<file path="src/hdl/crlf_pkg.sv">
// Shared constants, command codes and character helpers for the CR LF line receiver.
package crlf_pkg;

    localparam int LINE_MAX_DEFAULT = 64;
    localparam int QUEUE_DEPTH_DEFAULT = 4;

    localparam int KIND_W = 2;
    localparam logic [KIND_W-1:0] CMD_STORE = 2'd0;
    localparam logic [KIND_W-1:0] CMD_ERROR = 2'd1;
    localparam logic [KIND_W-1:0] CMD_EMIT = 2'd2;

    localparam logic [7:0] CH_TAB = 8'h09;
    localparam logic [7:0] CH_LF = 8'h0a;
    localparam logic [7:0] CH_CR = 8'h0d;
    localparam logic [7:0] CH_SPACE = 8'h20;
    localparam logic [7:0] CH_TILDE = 8'h7e;
    localparam logic [7:0] CH_UPPER_A = 8'h41;
    localparam logic [7:0] CH_UPPER_Z = 8'h5a;
    localparam logic [7:0] CH_CASE_OFS = 8'h20;
    localparam logic [7:0] CH_I = 8'h69;
    localparam logic [7:0] CH_M = 8'h6d;
    localparam logic [7:0] CH_U = 8'h75;

    function automatic logic is_blank(input logic [7:0] c);
        return (c == CH_SPACE) || (c == CH_TAB);
    endfunction

    function automatic logic is_kept(input logic [7:0] c);
        return ((c >= CH_SPACE) && (c <= CH_TILDE)) || (c == CH_TAB);
    endfunction

    function automatic logic [7:0] lower_of(input logic [7:0] c);
        if ((c >= CH_UPPER_A) && (c <= CH_UPPER_Z))
        begin
            return c + CH_CASE_OFS;
        end
        return c;
    endfunction

endpackage

</file>
<file path="src/hdl/crlf_front.sv">
// Front end: byte classification, line framing, trim bounds and route detection.
module crlf_front
    import crlf_pkg::*;
#(
    parameter int LINE_MAX = LINE_MAX_DEFAULT
)
(
    input  logic                        clk,
    input  logic                        rst_n,
    input  logic                        rx_valid,
    output logic                        rx_stall,
    input  logic [7:0]                  rx_byte,
    input  logic                        queue_full,
    output logic                        cmd_push,
    output logic [KIND_W-1:0]           cmd_kind,
    output logic [7:0]                  cmd_char,
    output logic [$clog2(LINE_MAX)-1:0] cmd_lo,
    output logic [$clog2(LINE_MAX)-1:0] cmd_hi,
    output logic                        cmd_route
);

    localparam int CAPACITY = LINE_MAX - 1;
    localparam int CNT_W = $clog2(LINE_MAX);

    logic [CNT_W-1:0] len_reg, len_next;
    logic [CNT_W-1:0] first_reg, first_next;
    logic [CNT_W-1:0] end_reg, end_next;
    logic             ovf_reg, ovf_next;
    logic             inv_reg, inv_next;
    logic             cr_reg, cr_next;
    logic             seen_reg, seen_next;
    logic             tok_done_reg, tok_done_next;
    logic [1:0]       tok_cnt_reg, tok_cnt_next;
    logic             match_reg, match_next;
    logic             accept;
    logic             clear_line;
    logic [7:0]       low_char;

    assign rx_stall = queue_full;
    assign accept = rx_valid && !queue_full;
    assign low_char = lower_of(rx_byte);

    always_comb
    begin
        len_next = len_reg;
        first_next = first_reg;
        end_next = end_reg;
        ovf_next = ovf_reg;
        inv_next = inv_reg;
        cr_next = cr_reg;
        seen_next = seen_reg;
        tok_done_next = tok_done_reg;
        tok_cnt_next = tok_cnt_reg;
        match_next = match_reg;
        clear_line = 1'b0;
        cmd_push = 1'b0;
        cmd_kind = CMD_STORE;
        cmd_char = rx_byte;
        cmd_lo = len_reg;
        cmd_hi = end_reg;
        cmd_route = seen_reg && match_reg && (tok_cnt_reg == 2'd3);
        if (accept)
        begin
            priority if (cr_reg)
            begin
                clear_line = 1'b1;
                if (rx_byte == CH_LF)
                begin
                    if (ovf_reg || inv_reg)
                    begin
                        cmd_push = 1'b1;
                        cmd_kind = CMD_ERROR;
                    end
                    else if (seen_reg)
                    begin
                        cmd_push = 1'b1;
                        cmd_kind = CMD_EMIT;
                        cmd_lo = first_reg;
                    end
                end
                else
                begin
                    cmd_push = 1'b1;
                    cmd_kind = CMD_ERROR;
                end
            end
            else if (rx_byte == CH_LF)
            begin
                clear_line = 1'b1;
                cmd_push = 1'b1;
                cmd_kind = CMD_ERROR;
            end
            else if (rx_byte == CH_CR)
            begin
                cr_next = 1'b1;
            end
            else if (!is_kept(rx_byte))
            begin
                inv_next = 1'b1;
            end
            else if (ovf_reg)
            begin
                ovf_next = 1'b1;
            end
            else if (len_reg >= CNT_W'(CAPACITY))
            begin
                ovf_next = 1'b1;
            end
            else
            begin
                cmd_push = 1'b1;
                cmd_kind = CMD_STORE;
                len_next = len_reg + CNT_W'(1);
                if (!is_blank(rx_byte))
                begin
                    end_next = len_reg + CNT_W'(1);
                end
                if (!seen_reg)
                begin
                    if (!is_blank(rx_byte))
                    begin
                        seen_next = 1'b1;
                        first_next = len_reg;
                        tok_cnt_next = 2'd1;
                        match_next = (low_char == CH_I);
                    end
                end
                else if (!tok_done_reg)
                begin
                    if (is_blank(rx_byte))
                    begin
                        tok_done_next = 1'b1;
                    end
                    else if (tok_cnt_reg == 2'd1)
                    begin
                        tok_cnt_next = 2'd2;
                        match_next = match_reg && (low_char == CH_M);
                    end
                    else if (tok_cnt_reg == 2'd2)
                    begin
                        tok_cnt_next = 2'd3;
                        match_next = match_reg && (low_char == CH_U);
                    end
                    else
                    begin
                        match_next = 1'b0;
                    end
                end
            end
            if (clear_line)
            begin
                len_next = '0;
                first_next = '0;
                end_next = '0;
                ovf_next = 1'b0;
                inv_next = 1'b0;
                cr_next = 1'b0;
                seen_next = 1'b0;
                tok_done_next = 1'b0;
                tok_cnt_next = 2'd0;
                match_next = 1'b0;
            end
        end
    end

    always_ff @(posedge clk or negedge rst_n)
    begin
        if (!rst_n)
        begin
            len_reg <= '0;
            first_reg <= '0;
            end_reg <= '0;
            ovf_reg <= 1'b0;
            inv_reg <= 1'b0;
            cr_reg <= 1'b0;
            seen_reg <= 1'b0;
            tok_done_reg <= 1'b0;
            tok_cnt_reg <= 2'd0;
            match_reg <= 1'b0;
        end
        else
        begin
            len_reg <= len_next;
            first_reg <= first_next;
            end_reg <= end_next;
            ovf_reg <= ovf_next;
            inv_reg <= inv_next;
            cr_reg <= cr_next;
            seen_reg <= seen_next;
            tok_done_reg <= tok_done_next;
            tok_cnt_reg <= tok_cnt_next;
            match_reg <= match_next;
        end
    end

endmodule

</file>
<file path="src/hdl/crlf_cmd_fifo.sv">
// Command queue between the front end and the line store back end.
module crlf_cmd_fifo
    import crlf_pkg::*;
#(
    parameter int WIDTH = 8,
    parameter int DEPTH = QUEUE_DEPTH_DEFAULT
)
(
    input  logic             clk,
    input  logic             rst_n,
    input  logic             push,
    input  logic [WIDTH-1:0] wdata,
    input  logic             pop,
    output logic [WIDTH-1:0] rdata,
    output logic             full,
    output logic             empty
);

    localparam int PTR_W = $clog2(DEPTH);
    localparam int CNT_W = $clog2(DEPTH + 1);

    logic [WIDTH-1:0] entry_reg [DEPTH];
    logic [PTR_W-1:0] wr_ptr_reg, wr_ptr_next;
    logic [PTR_W-1:0] rd_ptr_reg, rd_ptr_next;
    logic [CNT_W-1:0] count_reg, count_next;
    logic             do_push;
    logic             do_pop;

    assign full = (count_reg == CNT_W'(DEPTH));
    assign empty = (count_reg == '0);
    assign do_push = push && !full;
    assign do_pop = pop && !empty;
    assign rdata = entry_reg[rd_ptr_reg];

    always_comb
    begin
        wr_ptr_next = wr_ptr_reg;
        rd_ptr_next = rd_ptr_reg;
        count_next = count_reg;
        if (do_push)
        begin
            wr_ptr_next = (wr_ptr_reg == PTR_W'(DEPTH - 1)) ? '0 : wr_ptr_reg + PTR_W'(1);
        end
        if (do_pop)
        begin
            rd_ptr_next = (rd_ptr_reg == PTR_W'(DEPTH - 1)) ? '0 : rd_ptr_reg + PTR_W'(1);
        end
        if (do_push && !do_pop)
        begin
            count_next = count_reg + CNT_W'(1);
        end
        else if (do_pop && !do_push)
        begin
            count_next = count_reg - CNT_W'(1);
        end
    end

    always_ff @(posedge clk or negedge rst_n)
    begin
        if (!rst_n)
        begin
            wr_ptr_reg <= '0;
            rd_ptr_reg <= '0;
            count_reg <= '0;
        end
        else
        begin
            wr_ptr_reg <= wr_ptr_next;
            rd_ptr_reg <= rd_ptr_next;
            count_reg <= count_next;
        end
    end

    always_ff @(posedge clk)
    begin
        if (do_push)
        begin
            entry_reg[wr_ptr_reg] <= wdata;
        end
    end

endmodule

</file>
<file path="src/hdl/crlf_back.sv">
// Back end: line store, command execution and registered result output.
module crlf_back
    import crlf_pkg::*;
#(
    parameter int LINE_MAX = LINE_MAX_DEFAULT
)
(
    input  logic                        clk,
    input  logic                        rst_n,
    input  logic                        cmd_valid,
    input  logic [KIND_W-1:0]           cmd_kind,
    input  logic [7:0]                  cmd_char,
    input  logic [$clog2(LINE_MAX)-1:0] cmd_lo,
    input  logic [$clog2(LINE_MAX)-1:0] cmd_hi,
    input  logic                        cmd_route,
    output logic                        cmd_pop,
    output logic                        res_valid,
    input  logic                        res_stall,
    output logic                        event_res,
    output logic [7:0]                  line_char,
    output logic                        route_imu,
    output logic                        last
);

    localparam int CAPACITY = LINE_MAX - 1;
    localparam int CNT_W = $clog2(LINE_MAX);
    localparam int ADDR_W = $clog2(CAPACITY);

    localparam logic [1:0] S_IDLE = 2'd0;
    localparam logic [1:0] S_READ = 2'd1;
    localparam logic [1:0] S_SEND = 2'd2;

    logic [7:0]       line_mem [CAPACITY];
    logic [7:0]       rd_data_reg;
    logic [1:0]       state_reg, state_next;
    logic [CNT_W-1:0] rd_ptr_reg, rd_ptr_next;
    logic [CNT_W-1:0] end_reg, end_next;
    logic             route_reg, route_next;
    logic             res_valid_reg, res_valid_next;
    logic             event_reg;
    logic [7:0]       char_reg;
    logic             route_out_reg;
    logic             last_reg;
    logic             out_free;
    logic             mem_we;
    logic             mem_re;
    logic             load;
    logic             load_event;
    logic [7:0]       load_char;
    logic             load_route;
    logic             load_last;
    logic             at_end;

    assign out_free = !res_valid_reg || !res_stall;
    assign at_end = ((rd_ptr_reg + CNT_W'(1)) == end_reg);

    always_comb
    begin
        state_next = state_reg;
        rd_ptr_next = rd_ptr_reg;
        end_next = end_reg;
        route_next = route_reg;
        cmd_pop = 1'b0;
        mem_we = 1'b0;
        mem_re = 1'b0;
        load = 1'b0;
        load_event = 1'b0;
        load_char = rd_data_reg;
        load_route = route_reg;
        load_last = at_end;
        unique case (state_reg)
            S_IDLE:
            begin
                if (cmd_valid)
                begin
                    unique case (cmd_kind)
                        CMD_STORE:
                        begin
                            mem_we = 1'b1;
                            cmd_pop = 1'b1;
                        end
                        CMD_ERROR:
                        begin
                            if (out_free)
                            begin
                                load = 1'b1;
                                load_event = 1'b1;
                                load_char = '0;
                                load_route = 1'b0;
                                load_last = 1'b1;
                                cmd_pop = 1'b1;
                            end
                        end
                        CMD_EMIT:
                        begin
                            cmd_pop = 1'b1;
                            rd_ptr_next = cmd_lo;
                            end_next = cmd_hi;
                            route_next = cmd_route;
                            state_next = S_READ;
                        end
                        default:
                        begin
                            cmd_pop = 1'b1;
                        end
                    endcase
                end
            end
            S_READ:
            begin
                mem_re = 1'b1;
                state_next = S_SEND;
            end
            S_SEND:
            begin
                if (out_free)
                begin
                    load = 1'b1;
                    if (at_end)
                    begin
                        state_next = S_IDLE;
                    end
                    else
                    begin
                        rd_ptr_next = rd_ptr_reg + CNT_W'(1);
                        state_next = S_READ;
                    end
                end
            end
            default:
            begin
                state_next = S_IDLE;
            end
        endcase
    end

    always_comb
    begin
        res_valid_next = res_valid_reg;
        if (load)
        begin
            res_valid_next = 1'b1;
        end
        else if (!res_stall)
        begin
            res_valid_next = 1'b0;
        end
    end

    always_ff @(posedge clk or negedge rst_n)
    begin
        if (!rst_n)
        begin
            state_reg <= S_IDLE;
            rd_ptr_reg <= '0;
            end_reg <= '0;
            route_reg <= 1'b0;
            res_valid_reg <= 1'b0;
        end
        else
        begin
            state_reg <= state_next;
            rd_ptr_reg <= rd_ptr_next;
            end_reg <= end_next;
            route_reg <= route_next;
            res_valid_reg <= res_valid_next;
        end
    end

    always_ff @(posedge clk)
    begin
        if (load)
        begin
            event_reg <= load_event;
            char_reg <= load_char;
            route_out_reg <= load_route;
            last_reg <= load_last;
        end
    end

    always_ff @(posedge clk)
    begin
        if (mem_we)
        begin
            line_mem[cmd_lo[ADDR_W-1:0]] <= cmd_char;
        end
        if (mem_re)
        begin
            rd_data_reg <= line_mem[rd_ptr_reg[ADDR_W-1:0]];
        end
    end

    assign res_valid = res_valid_reg;
    assign event_res = event_reg;
    assign line_char = char_reg;
    assign route_imu = route_out_reg;
    assign last = last_reg;

endmodule

</file>
<file path="src/hdl/crlf_command_line_receiver.sv">
// CR LF command line receiver top level: front end, command queue and line store back end.
// Bytes are taken one per cycle while the command queue has room; the back end writes each
// kept byte into the single-port line store.
// After the closing LF, each character passes the registered line store read, then the output
// register, and the output can stall it; an error goes straight to the output register.
// rst_n clears all control state at once; the line store is not cleared and needs no pass.
module crlf_command_line_receiver
    import crlf_pkg::*;
#(
    parameter int LINE_MAX = LINE_MAX_DEFAULT,
    parameter int QUEUE_DEPTH = QUEUE_DEPTH_DEFAULT
)
(
    input  logic       clk,
    input  logic       rst_n,
    input  logic       rx_valid,
    output logic       rx_stall,
    input  logic [7:0] rx_byte,
    output logic       res_valid,
    input  logic       res_stall,
    output logic       event_res,
    output logic [7:0] line_char,
    output logic       route_imu,
    output logic       last
);

    localparam int CNT_W = $clog2(LINE_MAX);
    localparam int CMD_W = KIND_W + 8 + 2 * CNT_W + 1;

    logic              cmd_push;
    logic [KIND_W-1:0] push_kind;
    logic [7:0]        push_char;
    logic [CNT_W-1:0]  push_lo;
    logic [CNT_W-1:0]  push_hi;
    logic              push_route;
    logic [CMD_W-1:0]  push_data;
    logic [CMD_W-1:0]  head_data;
    logic              cmd_pop;
    logic              cmd_full;
    logic              cmd_empty;

    crlf_front #(
        .LINE_MAX (LINE_MAX)
    ) u_front (
        .clk        (clk),
        .rst_n      (rst_n),
        .rx_valid   (rx_valid),
        .rx_stall   (rx_stall),
        .rx_byte    (rx_byte),
        .queue_full (cmd_full),
        .cmd_push   (cmd_push),
        .cmd_kind   (push_kind),
        .cmd_char   (push_char),
        .cmd_lo     (push_lo),
        .cmd_hi     (push_hi),
        .cmd_route  (push_route)
    );

    assign push_data = {push_kind, push_char, push_lo, push_hi, push_route};

    crlf_cmd_fifo #(
        .WIDTH (CMD_W),
        .DEPTH (QUEUE_DEPTH)
    ) u_queue (
        .clk   (clk),
        .rst_n (rst_n),
        .push  (cmd_push),
        .wdata (push_data),
        .pop   (cmd_pop),
        .rdata (head_data),
        .full  (cmd_full),
        .empty (cmd_empty)
    );

    crlf_back #(
        .LINE_MAX (LINE_MAX)
    ) u_back (
        .clk       (clk),
        .rst_n     (rst_n),
        .cmd_valid (!cmd_empty),
        .cmd_kind  (head_data[CMD_W-1 -: KIND_W]),
        .cmd_char  (head_data[CMD_W-KIND_W-1 -: 8]),
        .cmd_lo    (head_data[2*CNT_W : CNT_W+1]),
        .cmd_hi    (head_data[CNT_W : 1]),
        .cmd_route (head_data[0]),
        .cmd_pop   (cmd_pop),
        .res_valid (res_valid),
        .res_stall (res_stall),
        .event_res (event_res),
        .line_char (line_char),
        .route_imu (route_imu),
        .last      (last)
    );

`ifndef ASSERT_OFF
    a_no_push_when_full: assert property (@(posedge clk) disable iff (!rst_n)
        cmd_push |-> !cmd_full)
        else $error("request pushed into a full command queue");

    a_no_pop_when_empty: assert property (@(posedge clk) disable iff (!rst_n)
        cmd_pop |-> !cmd_empty)
        else $error("command popped from an empty queue");

    a_error_shape: assert property (@(posedge clk) disable iff (!rst_n)
        (res_valid && event_res) |-> (line_char == 8'd0 && !route_imu && last))
        else $error("format error request carries line data");
`endif

endmodule
</file>
<file path="config.mk">
export PLATFORM = sky130hd
export DESIGN_NAME = crlf_command_line_receiver
export DESIGN_NICKNAME = d
export VERILOG_FILES = /design/src/hdl/crlf_pkg.sv /design/src/hdl/crlf_front.sv /design/src/hdl/crlf_cmd_fifo.sv /design/src/hdl/crlf_back.sv /design/src/hdl/crlf_command_line_receiver.sv
export SDC_FILE = /design/constraint.sdc
export NUM_CORES = 1
export LEC_CHECK = 0
export BUFFER_PORTS_ARGS = -buffer_cell sky130_fd_sc_hd__buf_2
export CAP_MARGIN = 20
export CORE_UTILIZATION = 25
export CTS_BUF_LIST = sky130_fd_sc_hd__clkbuf_4
export DETAILED_ROUTE_END_ITERATION = 16
export HOLD_SLACK_MARGIN = 0.03
export PLACE_DENSITY = 0.46
export SYNTH_ARGS = -nofsm -noshare
export SYNTH_HDL_FRONTEND = slang
export SYNTH_HIERARCHICAL = 1
export SYNTH_SLANG_ARGS = --single-unit
</file>
<file path="constraint.sdc">
create_clock -name clk -period 7 [get_ports clk]
set_input_delay 0 -clock clk [delete_from_list [all_inputs] [get_ports clk]]
set_output_delay 0 -clock clk [all_outputs]
set_load 0.01 [all_outputs]
</file>
-- Word-level counts from Yosys, hierarchy flattened
Memory sizes are Yosys's and may differ from the RTL's. A register that Yosys moved wholly into a read port is not among the register bits.
Cells that the tools add are included.
- $add $sub $neg: 7
- magnitude comparators: 5
- eq/ne operators: 35
- multiplexer cells: 155
- bitwise gates (word level): 1
- reduce and logical (&&, ||, !) cells: 39
- operator list (kind ; number):
    $mux 6 ; 33
    $mux 1 ; 88
    $mux 8 ; 6
    $mux 2 ; 23
    $eq 8x4->1 const B ; 3
    $eq 8x7->1 const B ; 3
    $ne 2x2->1 const B ; 11
    $le 8x7->1 const B ; 2
    $reduce_and 8->1 ; 2
    $reduce_and 5->1 ; 3
    $add 6x1->6 const B ; 2
    $eq 2x2->1 const B ; 6
    $pmux 6 s2 ; 1
    $logic_and 1x1->1 ; 11
    $reduce_and 11->1 ; 1
    $reduce_and 10->1 ; 1
    $reduce_and 9->1 ; 1
    $add 8x6->8 const B ; 1
    $eq 8x6->1 const B ; 1
    $ge 8x6->1 const B ; 1
    $ge 8x7->1 const B ; 1
    $reduce_bool 2->1 ; 4
    $reduce_and 7->1 ; 1
    $eq 2x1->1 const B ; 3
    other kinds (19) ; 33
- register bits after elaboration: 60
- bits in writable memories: 596
- bits of input ports: 12
- output and inout port bits: 13
- logic and storage cells: 266
- memories: 2
- memories (name ; words ; width ; rd ports ; clocked after Yosys merged registers in ; write ports ; line ; text):
    u_back.line_mem ; 63 ; 8 ; 1 ; 1 ; 1 ; crlf_back.sv:33 ; logic [7:0] line_mem [CAPACITY];
    u_queue.entry_reg ; 4 ; 23 ; 1 ; 0 ; 1 ; crlf_cmd_fifo.sv:22 ; logic [WIDTH-1:0] entry_reg [DEPTH];

-- Depth between registers and ports, before layout
Gate-level depths: netlist of the first run.
- depth in word-level cells: 18
- gate-level depth with buffers: 15
- depth with buffers taken out: 13

-- Cells and area by module
Netlist of the first run, hierarchy kept.
- modules (own cells, without submodules) (module ; instances ; cells each ; area each (sq um)):
    crlf_back ; 1 ; 1107 ; 21388.0
    crlf_cmd_fifo ; 1 ; 158 ; 3761.1
    crlf_front ; 1 ; 172 ; 1769.2
    crlf_command_line_receiver ; 1 ; 1 ; 3.8

-- Least setup slack after synthesis of the first run
No wires, ideal clock.
- kind: register to register
- from: reg u_front.len_reg[0]
- to: reg u_queue.count_reg[2]
- library setup time: 79 ps
- arrival: 2964 ps
- setup slack: 3957 ps
- stages on the path, launching flop included: 16
- period minus slack after synthesis: 3043 ps
- cells stage by stage: dfrtp_1 -> ha_1 -> and3_1 -> clkbuf_1 -> a31oi_1 -> o21ai_4 -> buf_6 -> a211oi_1 -> nor2b_1 -> buf_2 -> ha_1 -> inv_1 -> fa_1 -> xor2_1 -> nor2_1 -> xor2_1
- word-level cells in the longest chain between the ends: 12
- ends and longest elaborated chain (element ; line ; text):
    from (decl) ; crlf_front.sv:25 ; logic [CNT_W-1:0] len_reg, len_next;
    from (signal assigned) ; crlf_front.sv:183 ; len_reg <= len_next;
    $ge 6x6->1 * ; crlf_front.sv:105 ; else if (len_reg >= CNT_W'(CAPACITY))
    $mux 1 * ; crlf_front.sv:105 ;
    $mux 1 * ; crlf_front.sv:101 ; else if (ovf_reg)
    $mux 1 * ; crlf_front.sv:97 ; else if (!is_kept(rx_byte))
    $mux 1 * ; crlf_front.sv:93 ; else if (rx_byte == CH_CR)
    $mux 1 * ; crlf_front.sv:87 ; else if (rx_byte == CH_LF)
    $mux 1 * ; crlf_front.sv:64 ; priority if (cr_reg)
    $mux 1 * ; crlf_front.sv:62 ; if (accept)
    net cmd_push ; crlf_command_line_receiver.sv:30 ; logic cmd_push;
    $logic_and 1x1->1 * ; crlf_cmd_fifo.sv:31 ; assign do_push = push && !full;
    net u_queue.do_push ; crlf_cmd_fifo.sv:26 ; logic do_push;
    $logic_not 1->1 ; crlf_cmd_fifo.sv:52 ; else if (do_pop && !do_push)
    $logic_and 1x1->1 ; crlf_cmd_fifo.sv:52 ;
    $reduce_bool 2->1 (no line) ; -- ;
    to (signal assigned) ; crlf_cmd_fifo.sv:70 ; count_reg <= count_next;
    to (decl) ; crlf_cmd_fifo.sv:25 ; logic [CNT_W-1:0] count_reg, count_next;
Mark *: on every way through the listed nets, which the timed path passes. The rest lies on a longest branch.
A chain may end at the register's enable or synchronous reset.

-- Worst setup path in the final report of the first run
- from: in rx_byte[4]
- to: reg u_queue.count_reg[2]
- word-level cells in the longest chain between the ends: 12
- ends and longest elaborated chain (element ; line ; text):
    from (decl) ; crlf_command_line_receiver.sv:18 ; input logic [7:0] rx_byte,
    $ge 8x6->1 / $le 8x7->1 (equally long branches) ; crlf_pkg.sv:29 ; return ((c >= CH_SPACE) && (c <= CH_TILDE)) || (c == CH_TAB);
    $logic_and 1x1->1 ; crlf_pkg.sv:29 ;
    $logic_or 1x1->1 ; crlf_pkg.sv:29 ;
    $mux 1 ; crlf_front.sv:97 ;
    $mux 1 ; crlf_front.sv:93 ;
    $mux 1 ; crlf_front.sv:87 ;
    $mux 1 * ; crlf_front.sv:64 ;
    $mux 1 * ; crlf_front.sv:62 ;
    net cmd_push ; crlf_command_line_receiver.sv:30 ;
    $logic_and 1x1->1 * ; crlf_cmd_fifo.sv:31 ;
    $logic_not 1->1 ; crlf_cmd_fifo.sv:52 ;
    $logic_and 1x1->1 ; crlf_cmd_fifo.sv:52 ;
    $reduce_bool 2->1 (no line) ; -- ;
Marks and branches as above.

==> run metrics, run 1 <==
main flop type after synthesis edfxtp_1; crit-path max FO 16; H-tree lvl count 4; CTS root buf clkbuf_4; crit path to u_queue/count_reg[2]$_DFFE_PN0P_; pre-CTS setup slack 3196 ps; Worst-Skew Late Latency 960 ps; # IOs 25; maximum VDD drop 0.2155 mV; total congestion overflow 0; Total GRT Usage 0.1239; RSZ-0062 raised after global routing false; syn_nets 1461; final non-filler cell total 3149; cell area power density 404.7 mW/mm²; largest net degree at the start of global routing 104; TritonCTS clock tree yes; first-pass GRT wire length 98790 µm; number of global-route vias before repair 14980; top-count cell post-synth edfxtp_1; fill count 10680; die extent in y 330.2 µm; nets 1630; flops & latches, synth 664; Detailed Place HPWL 38700 µm; # setup viols final 0; CP startpoint rx_byte[4]; Port-buffer cells 24; outcome finished, final reports clean; CTS clk-pin slew, worst paths 50 ps; post-synthesis cell area 0.02692 mm²; final non-filler cell area 0.03113 mm²; Fin Clk Skew 54.85 ps; area occupied by multi-input gates 0.006731 mm²; chip width 330.2 µm; Post-Route WL 66010 µm; endpoint class of the critical path register; Slew Viols, Final 0; Post-DRT Antenna Nets 0; logic gate share of total power 0.295; sequential power share 0.438; Reg2Reg Depth 7; Setup Crit Path Kind in2reg; Resize count post-CTS 0; initial drt markers 992; sw frac 0.3348; share of cells above drive strength 1 0.2901; clock buffer depth 3; total negative slack 0 ps; max_cap viols 0; count of cell types in the netlist 83; Post-synth ARST share 0.07380; R2R setup slack 3230 ps; top post-synthesis cells by count edfxtp_1 (615), mux4_2 (123), nor2_1 (103); Cells after DPL 2805; clk sinks 664; LEAKAGE 10.12 nW; Internal Pwr Total 8.381 mW; worst rel slew slack 0.3635; Seq/Total Area, Yosys 0.7315; RR Endpoint u_back/rd_data_reg[7]$_DFFE_PN_; fin crit period 4016 ps; Die ar. 0.1090 mm²; max FFs per register 504; Initial Utilization 0.2518; worst reg2reg startpoint u_back/rd_ptr_reg[0]$_DFFE_PN0P_; Clk network pwr share 0.267; critical path startpoint category input pin; initial antenna violation count 3; power consumption 12.60 mW; Slew @ Worst Pin 951.3 ps; area delta synth->final 15.63%; drt drc 0; top area cells in the synthesized netlist edfxtp_1 (69%), mux4_2 (10%), dfrtp_1 (4.6%), mux2i_1 (2.2%), nor2_1 (1.4%); top-area cell type share of the netlist area 0.6860; Avg Cell Area, Syn 18.72 µm²; Hold Path Class in2reg; final setup margin 2984 ps; Tcrit/Tclk final 0.5737; first drt pass iteration count 5; Yosys warning total 6; Final Hold Fails 0; DP Area 0.02857 mm²; EDFF count, synth 615; routed vias 13990; routed vias/inst 4.442; Syn Inst Count 1438; CP arrival 4890 ps; WL/cell 20.96 µm; Core ar. 0.1069 mm²; TritonCTS buffer count 174; cell taking the most area after synthesis edfxtp_1; f_max 249.0 MHz; FP Rows 120; gp weighted congestion 0.7540; Switching Power 4.218 mW; area occupied by registers 0.01971 mm²; WP data required 7870 ps
## worst max-delay path, cell delays in order
cell and delay, ps:
dlygate4sd3_1 530, dlygate4sd3_1 560, buf_2 160, dlygate4sd3_1 680
nor4_4 580, a21o_4 330, o21ai_4 180, a211oi_1 260
nor2b_1 470, ha_1 270, inv_1 60, fa_1 370
xor2_1 170, nor2_1 110, xor2_1 140
## cells by family after synthesis
| logic type | count (synthesis) | synth area share |
|---|---|---|
| and+or+nand+nor | 268 | 0.05154 |
| adders and majority gates | 11 | 0.005391 |
| DFF | 664 | 0.7315 |
| xor gates and xnor gates | 13 | 0.004229 |
| muxes | 223 | 0.1423 |
| buffers and inverters | 98 | 0.01859 |
| AOI/OAI and AO/OA | 161 | 0.04643 |
## layer usage
| metal | global-route usage | routed length (µm) | part of all wire |
|---|---|---|---|
| met3 | 0.02828 | 3042 | 0.046 |
| met4 | 0.04147 | 973 | 0.015 |
| met1 | 0.1606 | 29200 | 0.44 |
| met2 | 0.2037 | 32790 | 0.50 |
| met5 | 0 | 0 | 0 |
## stage by stage
| step | util | hold WS, ps |
|---|---|---|
| global route | 0.2912 | 171.2 |
| global placement | 0.2672 | 168.2 |
| floorplan | - | -295.6 |
| CTS | 0.2912 | 73.90 |
| detailed placement | 0.2673 | 177.3 |
| finish | 0.2912 | 226.2 |
## worst min path at each step
stage | startpoint | endpoint | cells after the start
after floorplan | rst_n | u_back/end_reg[0]$_DFFE_PN0P_ | 0
after global placement | rst_n | u_queue/count_reg[0]$_DFFE_PN0P_ | 2
after detailed placement | rst_n | u_queue/count_reg[0]$_DFFE_PN0P_ | 2
after CTS | rx_byte[1] | u_front/match_reg$_DFFE_PN0P_ | 6
after global routing | rx_byte[1] | u_front/match_reg$_DFFE_PN0P_ | 6
final | rx_byte[3] | u_front/match_reg$_DFFE_PN0P_ | 5
## power groups by stage
stage               logic (mW)  clock network, mW  registers [mW]
finish                    3.71               3.36            5.52
global route              4.03               3.69            5.58
CTS                       3.85               3.50            5.54
detailed placement        3.82                  0            5.62
global placement          3.78                  0            5.61
floorplan                 2.60                  0            5.36
## placed cells by master (no fill, tap or decap), drive strengths merged, types with 7 or more instances in the layout
cell / netlist / routed
o21ai: 16 / 16
clkinv: 0 / 42
and2: 17 / 17
nor2b: 25 / 25
nand2b: 24 / 24
a22oi: 8 / 8
xnor2: 8 / 8
ha: 10 / 10
inv: 16 / 21
a211oi: 29 / 29
a2111oi: 10 / 10
dlygate4sd3: 0 / 29
a31oi: 9 / 9
clkbuf: 31 / 260
nor2: 104 / 104
o41ai: 10 / 10
nand2: 44 / 44
edfxtp: 615 / 615
a21oi: 22 / 22
mux2: 42 / 42
o22ai: 10 / 10
nand3: 7 / 7
buf: 51 / 46
and3: 10 / 10
dfrtp: 49 / 49
mux4: 123 / 123
o211ai: 7 / 7
mux2i: 58 / 58
## final cells by class
type,instances,share of cell area
Antenna cell,2,0.0001608
Clock buffer,260,0.06270
Clock inverter,53,0.01005
Inverter,16,0.001929
Multi-Input combinational cell,676,0.2162
Sequential cell,664,0.6330
Tap cell,1403,0.05639
Timing Repair Buffer,75,0.01957
## repair_timing
action                     in CTS  in global routing
hold endpoints to repair      166                  0
setup endpoints to repair       0                  0
setup buffers                   0                  0
hold buffers                   29                  0
Power figures use the tool's default switching activity.
==> run 2, diff against run 1 <==
Clock period 7 ns to 3.7 ns, I/O delays scaled along.
==> run metrics, run 2 (same netlist as run 1, synthesis figures left out) <==
outcome finished, final reports clean (unchanged); max_cap viols 0 (unchanged); total congestion overflow 0 (unchanged); commonest non-fill, non-tap cell in the layout edfxtp_1 (unchanged); pre-CTS setup slack 380.8 ps (was 3196 ps); CTS clk-pin slew, worst paths 70 ps (was 50 ps); initial antenna violation count 5 (was 3); clock buffer depth 3 (unchanged); Post-DRT Antenna Nets 0 (unchanged); Resize count post-CTS 0 (unchanged); WL/cell 20.83 µm (was 20.96 µm); # IOs 25 (unchanged); first drt pass iteration count 6 (was 5); initial drt markers 1133 (was 992); first-pass GRT wire length 100800 µm (was 98790 µm); CP arrival 3970 ps (was 4890 ps); max FFs per register 504 (unchanged); Slew @ Worst Pin 904.2 ps (was 951.3 ps); most frequent cells in the layout edfxtp_1 (615), clkbuf_4 (264), mux4_2 (123), nor2_1 (103), buf_4 (102) (was edfxtp_1 (615), clkbuf_4 (260), mux4_2 (123), nor2_1 (103), mux2i_1 (58)); RSZ-0062 raised after global routing false (unchanged); Tcrit/Tclk final 0.8986; Die ar. 0.1090 mm² (unchanged); critical path startpoint category register (was input pin); chip width 330.2 µm (unchanged); fin crit period 3325 ps; die extent in y 330.2 µm (unchanged); cell family with most CP delay simple AND/OR/NAND/NOR gates (was buffers and inverters); slowest stage cell, crit path mux4_2 (was dlygate4sd3_1); Cells after DPL 2890 (was 2805); TritonCTS clock tree yes (unchanged); Port-buffer cells 24 (unchanged); min-delay src rx_byte[1] (was rx_byte[3]); Detailed Place HPWL 41350 µm (was 38700 µm); H-tree lvl count 4 (unchanged); Cells on Worst Hold Path 7 (was 5); area delta synth->final 17.96% (was 15.63%); Hold Path Class in2reg (unchanged); total negative slack 0 ps (unchanged); WP data required 4340 ps (was 7870 ps); TritonCTS buffer count 178 (was 174); CTS root buf clkbuf_4 (unchanged); final non-filler cell total 3230 (was 3149); Initial Utilization 0.2518 (unchanged); RR Endpoint u_back/line_mem[25][6]$_DFFE_PP_ (was u_back/rd_data_reg[7]$_DFFE_PN_); CP Buf/Inv Count 1 (was 5); drt drc 0 (unchanged); LEAKAGE 10.57 nW (was 10.12 nW); Post-Route WL 67280 µm (was 66010 µm); FP Rows 120 (unchanged); Final Hold Fails 0 (unchanged); routed vias 14380 (was 13990); Core ar. 0.1069 mm² (unchanged); R2R setup slack 380 ps (was 3230 ps); f_max 300.8 MHz; final setup margin 375.0 ps (was 2984 ps); crit path cell chain mux4_2 > nor4b_1 > and3b_1 > nand2_1 > nor2_1 > buf_4 (was dlygate4sd3_1 > dlygate4sd3_1 > buf_2 > dlygate4sd3_1 > nor4_4 > a21o_4 > o21ai_4 > a211oi_1 > nor2b_1 > ha_1 > inv_1 > fa_1 > xor2_1 > nor2_1 > xor2_1); Total GRT Usage 0.1266 (was 0.1239); Worst-Skew Late Latency 990 ps (was 960 ps); Hold Crit Endpoint u_front/match_reg$_DFFE_PN0P_ (unchanged); number of global-route vias before repair 15590 (was 14980); share of cells above drive strength 1 0.3286 (was 0.2901); Setup Crit Path Kind reg2reg (was in2reg); Fin Clk Skew 62.31 ps (was 54.85 ps); gp weighted congestion 0.7580 (was 0.7540); fill count 10680 (about the same); Slew Viols, Final 0 (unchanged); max incr delay on CP 580 ps (was 680 ps); largest net degree at the start of global routing 64 (was 104); # setup viols final 0 (unchanged); nets 1716 (was 1630); crit-path max FO 8 (was 16); endpoint class of the critical path register (unchanged); Reg2Reg Depth 6 (was 7); clk sinks 664 (unchanged); routed vias/inst 4.451 (was 4.442); cell area power density 760.1 mW/mm² (was 404.7 mW/mm²); worst rel slew slack 0.3957 (was 0.3635); maximum VDD drop 0.3751 mV (was 0.2155 mV); worst reg2reg startpoint u_queue/rd_ptr_reg[0]$_DFFE_PN0P_ (was u_back/rd_ptr_reg[0]$_DFFE_PN0P_)
run 2: cell types whose count changed in the layout (fill, tap and decap cells not counted), sizes merged:
cell,before,now
diode,2,1
inv,21,20
clkbuf,260,264
clkinv,42,39
bufinv,3,1
buf,46,133
dlygate4sd3,29,24
clkinvlp,3,5
run 2: routing by layer:
| metal | vias up | GRT usage | part of all wire |
|---|---|---|---|
| met5 | - | 0 | 0 |
| met4 | 0 | 0.04568 | 0.020 |
| met3 | 94 | 0.03087 | 0.050 |
| met2 | 375 | 0.2077 | 0.49 |
| met1 | 7494 | 0.1620 | 0.44 |
| li1 | 6414 | - | - |
run 2: cell type report:
type                            count  area (µm²)  share of cell area
Sequential cell                   664       19710              0.6205
Multi-Input combinational cell    676        6731              0.2120
Clock buffer                      264        1982             0.06241
Tap cell                         1403        1755             0.05528
Timing Repair Buffer              157        1257             0.03960
Clock inverter                     49       264.0            0.008313
Inverter                           16       60.06            0.001891
Antenna cell                        1       2.502          0.00007880
run 2: where the power goes:
| group | internal (mW) | total, mW | switching (mW) | leakage [nW] |
|---|---|---|---|---|
| registers | 9.78 | 10.4 | 0.626 | 6.15 |
| clock network | 3.34 | 6.35 | 3.01 | 1.33 |
| logic | 2.84 | 7.38 | 4.54 | 3.09 |
run 2: worst min-delay path, cell delays in order:
cell,delay (ps)
dlygate4sd3_1,530
buf_2,190
nor4bb_1,110
nand2_1,70
a32oi_1,50
o2111ai_1,120
o31ai_1,70
run 2: worst max-delay path by stage:
stage / from / to / slack, ps / cells after the start
after global routing: u_queue/rd_ptr_reg[0]$_DFFE_PN0P_ / u_back/line_mem[25][6]$_DFFE_PP_ / 160 / 6
final: u_queue/rd_ptr_reg[0]$_DFFE_PN0P_ / u_back/line_mem[25][6]$_DFFE_PP_ / 380 / 6
after CTS: rx_byte[4] / u_queue/count_reg[2]$_DFFE_PN0P_ / 30 / 15
after detailed placement: u_queue/rd_ptr_reg[0]$_DFFE_PN0P_ / u_back/line_mem[53][1]$_DFFE_PP_ / 380 / 7
after floorplan: u_front/len_reg[0]$_DFFE_PN0P_ / u_queue/count_reg[2]$_DFFE_PN0P_ / 660 / 15
after global placement: u_queue/rd_ptr_reg[0]$_DFFE_PN0P_ / u_back/line_mem[21][5]$_DFFE_PP_ / 360 / 7
run 2: through the flow:
stage	total power [mW]	hold WS, ps	util	cell area (µm²)
2_1_floorplan	15.07	-295.6	-	26920
3_5_place_dp	18.09	185.3	0.2735	29240
4_1_cts	24.58	36.56	0.2971	31760
5_1_grt	25.45	107.3	0.2971	31760
3_3_place_gp	18.01	179.5	0.2734	29230
6_report	24.14	185.7	0.2971	31760
run 2: timing repair:
| item | in CTS | in global routing |
|---|---|---|
| endpoints found under the setup margin | 0 | 22 |
| endpoints found under the hold margin | 166 | 0 |
| setup buffers | 0 | 1 |
| hold buffers | 27 | 0 |
